==> src/rtl/core/slum_pkg.sv <==
`timescale 1ns / 1ps
package slum_pkg;

	localparam int CORES         = 4;
	localparam int WAYS          = 16;
	localparam int SAMPLE_STRIDE = 64;
	localparam int SAMPLED_SETS  = 32;

	localparam int ADDR_W   = 48;
	localparam int CORE_W   = 2;
	localparam int POS_W    = 4;
	localparam int COUNT_W  = 32;
	localparam int CYC_W    = 48;
	localparam int IVAL_W   = 32;

	localparam int STRIDE_W    = $clog2(SAMPLE_STRIDE);
	localparam int SET_W       = $clog2(SAMPLED_SETS);
	localparam int ROWS        = CORES * SAMPLED_SETS;
	localparam int ROW_W       = $clog2(ROWS);
	localparam int RANK_W      = $clog2(WAYS);
	localparam int CNT_ENTRIES = CORES * WAYS;
	localparam int CNT_AW      = $clog2(CNT_ENTRIES);

	localparam logic [IVAL_W-1:0]  INTERVAL_RESET = IVAL_W'(5000000);
	localparam logic [COUNT_W-1:0] COUNT_MAX      = '1;

	// apb register map
	localparam int   APB_AW               = 3;
	localparam logic REG_REFRESH_INTERVAL = 1'b0;

	typedef logic [WAYS-1:0][ADDR_W-1:0] tag_row_t;

	typedef struct packed {
		logic [WAYS-1:0]             vld;
		logic [WAYS-1:0][RANK_W-1:0] rank;
	} meta_row_t;

	typedef struct packed {
		logic             hit;
		logic [POS_W-1:0] pos;
	} dir_res_t;

	typedef enum logic [2:0] {
		ST_IDLE  = 3'b001,
		ST_LOOK  = 3'b010,
		ST_COUNT = 3'b100
	} state_t;

endpackage

==> src/rtl/core/slum_cnt.sv <==
`timescale 1ns / 1ps
module slum_cnt
	import slum_pkg::*;
(
	input  logic               clk,
	input  logic               arst_n,
	input  logic               rd_en,
	input  logic [CNT_AW-1:0]  rd_addr,
	input  logic               bump,
	output logic [COUNT_W-1:0] cnt_new
);

	logic [COUNT_W-1:0]     cnt_mem [CNT_ENTRIES];
	logic [COUNT_W-1:0]     rd_s1;
	logic [CNT_AW-1:0]      addr_s1;
	logic                   vld_s1;
	logic [CNT_ENTRIES-1:0] vld_q;
	logic [COUNT_W-1:0]     cur;

	always_ff @(posedge clk) begin
		if (rd_en) begin
			rd_s1   <= cnt_mem[rd_addr];
			addr_s1 <= rd_addr;
		end
		if (bump) begin
			cnt_mem[addr_s1] <= cnt_new;
		end
	end

	always_ff @(posedge clk or negedge arst_n) begin
		if (!arst_n) begin
			vld_q  <= '0;
			vld_s1 <= 1'b0;
		end else begin
			if (rd_en) begin
				vld_s1 <= vld_q[rd_addr];
			end
			if (bump) begin
				vld_q[addr_s1] <= 1'b1;
			end
		end
	end

	// saturating increment
	always_comb begin
		cur     = vld_s1 ? rd_s1 : '0;
		cnt_new = (cur == COUNT_MAX) ? cur : cur + 1'b1;
	end

endmodule

==> config.mk <==
export PLATFORM = sky130hd
export DESIGN_NAME = slum_cnt
export DESIGN_NICKNAME = d
export VERILOG_FILES = /design/src/rtl/core/slum_pkg.sv /design/src/rtl/core/slum_cnt.sv
export SDC_FILE = /design/constraint.sdc
export NUM_CORES = 2
export LEC_CHECK = 0
export BUFFER_PORTS_ARGS = -buffer_cell sky130_fd_sc_hd__buf_2
export CAP_MARGIN = 10
export CORE_UTILIZATION = 47
export CTS_CLUSTER_SIZE = 16
export DETAILED_ROUTE_END_ITERATION = 16
export GPL_ROUTABILITY_DRIVEN = 0
export SYNTH_ARGS = -nofsm -noshare
export SYNTH_HDL_FRONTEND = slang
export SYNTH_SLANG_ARGS = --single-unit
==> constraint.sdc <==
create_clock -name clk -period 4.9 [get_ports clk]
set_input_delay 0.245 -clock clk [delete_from_list [all_inputs] [get_ports clk]]
set_output_delay 0.245 -clock clk [all_outputs]
set_load 0.05 [all_outputs]
---- Yosys cells after proc, flatten, opt, wreduce, memory -nomap -nowiden ----
Memories as Yosys holds them, arrays and structs flattened. A register that Yosys moved wholly into a read port is not among the register bits.
Index checks and enable logic that the tools add are counted.
cells by class
  reductions and logical operators ........ 1
  equality and inequality tests ........... 1
  bitwise gates (word level) .............. 1
  order comparisons ....................... 3
  $add $sub $neg .......................... 1
  muxes and demuxes ....................... 8
operator list
  cell                     number
  $mux W32                 2
  $or A64 B64 Y64          1
  $add A32 B1 Y32 const B  1
  $eq A32 B32 Y1 const B   1
  $lt A6 B7 Y1 const B     2
  $bmux W1 S6              1
  $demux W1 S6             1
  $ge A6 B1 Y1 const B     1
  $mux W1                  4
  $logic_and A1 B1 Y1      1
storage, ports and cells
  RAM bits ................................ 2048
  output and inout bits ................... 32
  register bits after elaboration ......... 71
  memories ................................ 1
memories
  memory   words  width  rd ports  clocked after Yosys merged registers in  write ports  line            source
  cnt_mem  64     32     1         1                                        1            slum_cnt.sv:13  logic [COUNT_W-1:0] cnt_mem [CNT_ENTRIES];

---- Longest topological paths before layout ----
  word-level depth ........................ 5
  depth in mapped cells ................... 10
  gate-level depth less buffers ........... 5

---- Least setup slack after synthesis ----
No wires, ideal clock.
  path kind ............................... register -> register
  from .................................... reg vld_s1
  to ...................................... mem cnt_mem[0][11] (data pin)
  setup slack ............................. -1.007 ns
  stages on the path, launching flop included .. 8
  data arrival time ....................... 5.030 ns
  path buffers ............................ 2
  cell sequence ........................... dfrtp_1 -> buf_2 -> nand4_1 -> nor4_1 -> and2_1 -> buf_1 -> nor2_1 -> nor3_1
between the ends
  word-level cells in the longest chain between the ends .. 3
  elaborated cells between the ends (all ways) .. 4
  classes of those cells .................. add/sub (1); eq/ne (1); mux (2)
ends and longest elaborated chain
  item                                               line            source
  from (decl)                                        slum_cnt.sv:16  logic vld_s1;
  from (signal assigned)                             slum_cnt.sv:36  vld_s1 <= vld_q[rd_addr];
  $mux W32 (*)                                       slum_cnt.sv:46  cur = vld_s1 ? rd_s1 : '0;
  $add A32 B1 Y32 or $eq A32 B32 Y1 (tied branches)  slum_cnt.sv:47  cnt_new = (cur == COUNT_MAX) ? cur : cur + 1'b1;
  $mux W32 (*)                                       slum_cnt.sv:47
  via cnt_new[11]                                    slum_cnt.sv:10  output logic [COUNT_W-1:0] cnt_new
  to (decl)                                          slum_cnt.sv:13
Mark *: on every way through the listed nets, which the timed path passes. The rest lies on a longest branch.

---- Final worst setup path ----
  from .................................... reg rd_s1[22] (read register of cnt_mem)
  to ...................................... out cnt_new[25]
between the ends
  word-level cells in the longest chain between the ends .. 3
  elaborated cells between the ends (all ways) .. 4
  classes of those cells .................. add/sub (1); eq/ne (1); mux (2)
ends and longest elaborated chain
  item                                               line            source
  from (decl)                                        slum_cnt.sv:14  logic [COUNT_W-1:0] rd_s1;
  $mux W32 (*)                                       slum_cnt.sv:46
  $add A32 B1 Y32 or $eq A32 B32 Y1 (tied branches)  slum_cnt.sv:47
  $mux W32 (*)                                       slum_cnt.sv:47
  to (decl)                                          slum_cnt.sv:10
Mark *: on every way between the ends. The rest lies on a longest branch, timed or not.

==> run summary <==
status -> completed
Yosys reg bits -> 2151
asr flop ratio synth -> 0.0302
syn avg cell area -> 23.7 um^2
final setup fails -> 0
PD cells -> 419 nW/um^2
Tmin final -> 4.48 ns
initial antenna violation count -> 4
Synth Flop Type -> edfxtp_1
YS warnings -> 0
Worst Hold Class -> in2async
Sw Pwr -> 8.99 mW
Req. time, crit path -> 4.66 ns
worst reg2reg path depth -> 6
DR WL/cell -> 34.5 um
most frequent cells in the layout -> 2086 x edfxtp_1, 639 x mux4_2, 214 x clkbuf_16
CP startpoint -> rd_s1[22]
internal power -> 30.6 mW
DIE AREA -> 177000 um^2
Total Nets Final -> 3791
Synth area leader -> edfxtp_1
Synth Cell Area -> 82500 um^2
Post-Syn Instances -> 3481
clk_skew -> 0.0569 ns
Post-CTS Setup Bufs -> 0
Combinational Power Share -> 0.070
Max Root-Sink Buffers -> 3
Synth Area in Adders -> 0
Slew @ Worst Pin -> 1.26 ns
Starting Density -> 0.474
dominant cells by area after synthesis -> edfxtp_1 76%, mux4_2 17%, dfrtp_1 2.0%
via count -> 39100
largest net degree at the start of global routing -> 83
XOR/XNOR Fraction of Synth Area -> 0.000531
top-area cell type share of the netlist area -> 0.759
reg2reg setup slack -> 1.19 ns
Worst R2R Start -> rd_s1[22]
RSZ-0062 raised after global routing -> no
GRT Util Overall -> 0.247
Max Slew Vio Count -> 0
TritonCTS Buffers -> 213
Crit Path Class -> reg2out
mux contribution to synthesized area -> 0.179
clock power share -> 0.400
Buffers on Ports -> 41
Netlist cell types -> 46
Critical Path Source Type -> register
DRT Pass-1 Iters -> 7
wire length of the first global-routing pass -> 304000 um
GRT Residual Overflow -> 0
clock sinks -> 2151
largest family of logic cells by synthesized area -> multiplexers
Die X -> 421 um
vias in the first global route -> 39300
chip height -> 421 um
syn_nets -> 3491
finished layout cell area -> 94500 um^2
reg2reg end -> cnt_mem[42][7]
Crit. End Element -> output pin
vias per cell -> 6.22
part of the cycle the worst path needs -> 0.914
commonest non-fill, non-tap cell in the layout -> edfxtp_1
CORE AREA -> 174000 um^2
post-CTS sizing -> 0
Leakage -> 30.0 nW
register area share after synthesis -> 0.779
Critical Path Sink -> cnt_new[25]
Cell Area, Placed -> 87700 um^2
Synth Area in Compound Gates -> 0.0111
initial DRC count -> 4675
max-cap viol count -> 0
slew margin rel. -> 0.159
I/O pin total -> 42
CP Max Fanout -> 34
drt total wl -> 217000 um
# diodes -> 0
Area growth syn-to-layout -> 14.6%
Worst-Skew Late Latency -> 0.87 ns
post-DP HPWL -> 122000 um
FMAX -> 223 MHz
CTS tree -> done
TNS Setup -> 0 ns
Post-Synth Simple-Gate Area -> 0.0199
EDFF count, synth -> 2086
Worst VDD drop -> 0.000423 V
Flop pwr share -> 0.531
share of layout cells above drive strength 1 -> 0.345
ANT nets after route -> 0
H-tree Lvls -> 4
crit path DAT -> 4.23 ns
sw frac -> 0.227
# rows -> 153
CTS root buffer -> clkbuf_16
final hold violation count -> 0
DRC errors left -> 0
Clock transition at path regs -> 0.06 ns
[power groups by stage]
stage	clock network [mW]	logic, mW	registers [mW]
finish	15.8	2.76	21.0
CTS	16.1	2.80	21.0
global route	16.8	2.93	21.0
detailed placement	0	2.79	21.4
floorplan	0	1.66	21.4
global placement	0	2.75	21.4
[cells by family after synthesis]
kind of cell,after synthesis
AND/OR/NAND/NOR,325
multiplexers,672
AO/OA/AOI/OAI,136
buffers and inverters,192
XOR/XNOR,5
flip-flops,2151
[per-stage QoR]
stage	worst slack (ns)	hold WS (ns)	std cells	total power, mW	util
global route	0.203	0.133	6290	40.7	0.543
CTS	0.365	0.0982	6290	39.9	0.543
finish	0.423	0.143	6290	39.6	0.543
global placement	1.30	0.446	5887	24.1	0.504
floorplan	0.00633	-0.0506	3481	23.1	-
detailed placement	1.32	0.447	5887	24.2	0.504
[metal layers]
metal | global-route usage | share of wire | up-vias
li1 | - | - | 15500
met3 | 0.0525 | 0.089 | 306
met2 | 0.379 | 0.47 | 1847
met5 | 0.00349 | 0.00049 | -
met1 | 0.358 | 0.41 | 21400
met4 | 0.0755 | 0.029 | 4
[worst min-delay path by stage]
stage / from / to / slack, ns / cells past startpoint
after floorplan: arst_n / vld_q[0] / -0.05 / 0
after global placement: arst_n / vld_q[21] / 0.45 / 1
after detailed placement: vld_q[62] / vld_q[62] / 0.45 / 1
after CTS: arst_n / vld_q[20] / 0.1 / 2
after global routing: rd_addr[2] / addr_s1[2] / 0.13 / 2
final: arst_n / vld_q[20] / 0.14 / 2
[synthesized netlist by cell type (all sizes together) (6+ instances only)]
| cell | count |
|---|---|
| inv | 10 |
| or2 | 66 |
| or4 | 14 |
| nor2 | 84 |
| nand2 | 75 |
| mux2 | 7 |
| nand4 | 9 |
| a22oi | 48 |
| mux2i | 26 |
| a21oi | 35 |
| mux4 | 639 |
| buf | 99 |
| and2 | 6 |
| nor3 | 11 |
| o31ai | 14 |
| a211oi | 14 |
| dfrtp | 65 |
| clkbuf | 82 |
| edfxtp | 2086 |
| nand2b | 6 |
| nor2b | 10 |
| o22ai | 7 |
| nand3 | 23 |
[critical path, stage by stage (launching register included)]
cell      delay, ns
edfxtp_1       0.67
nand4_1        0.23
nor4_1         0.56
and2_1         0.52
o31ai_1        0.18
a21oi_4        0.75
buf_2          0.42
[state kept, by name (all words and copies together), names as in the netlist]
register / flops
cnt_mem: 2048
rd_s1: 32
vld_s1: 1
addr_s1: 6
vld_q: 64
[what timing repair did]
action | in CTS | in global routing
endpoints found under the setup margin | 0 | 0
hold buffers | 4 | 0
hold endpoints to repair | 79 | 0
[area by class of cell]
| cell class | count | area, um^2 |
|---|---|---|
| tap | 2325 | 2910 |
| inverter | 11 | 41.3 |
| fill | 12900 | 79500 |
| clock inverter | 138 | 1270 |
| clock buffer | 261 | 5550 |
| timing repair buffer | 266 | 2360 |
| sequential | 2151 | 64300 |
| multi-input combinational | 1138 | 18100 |
Power figures use the tool's default switching activity.
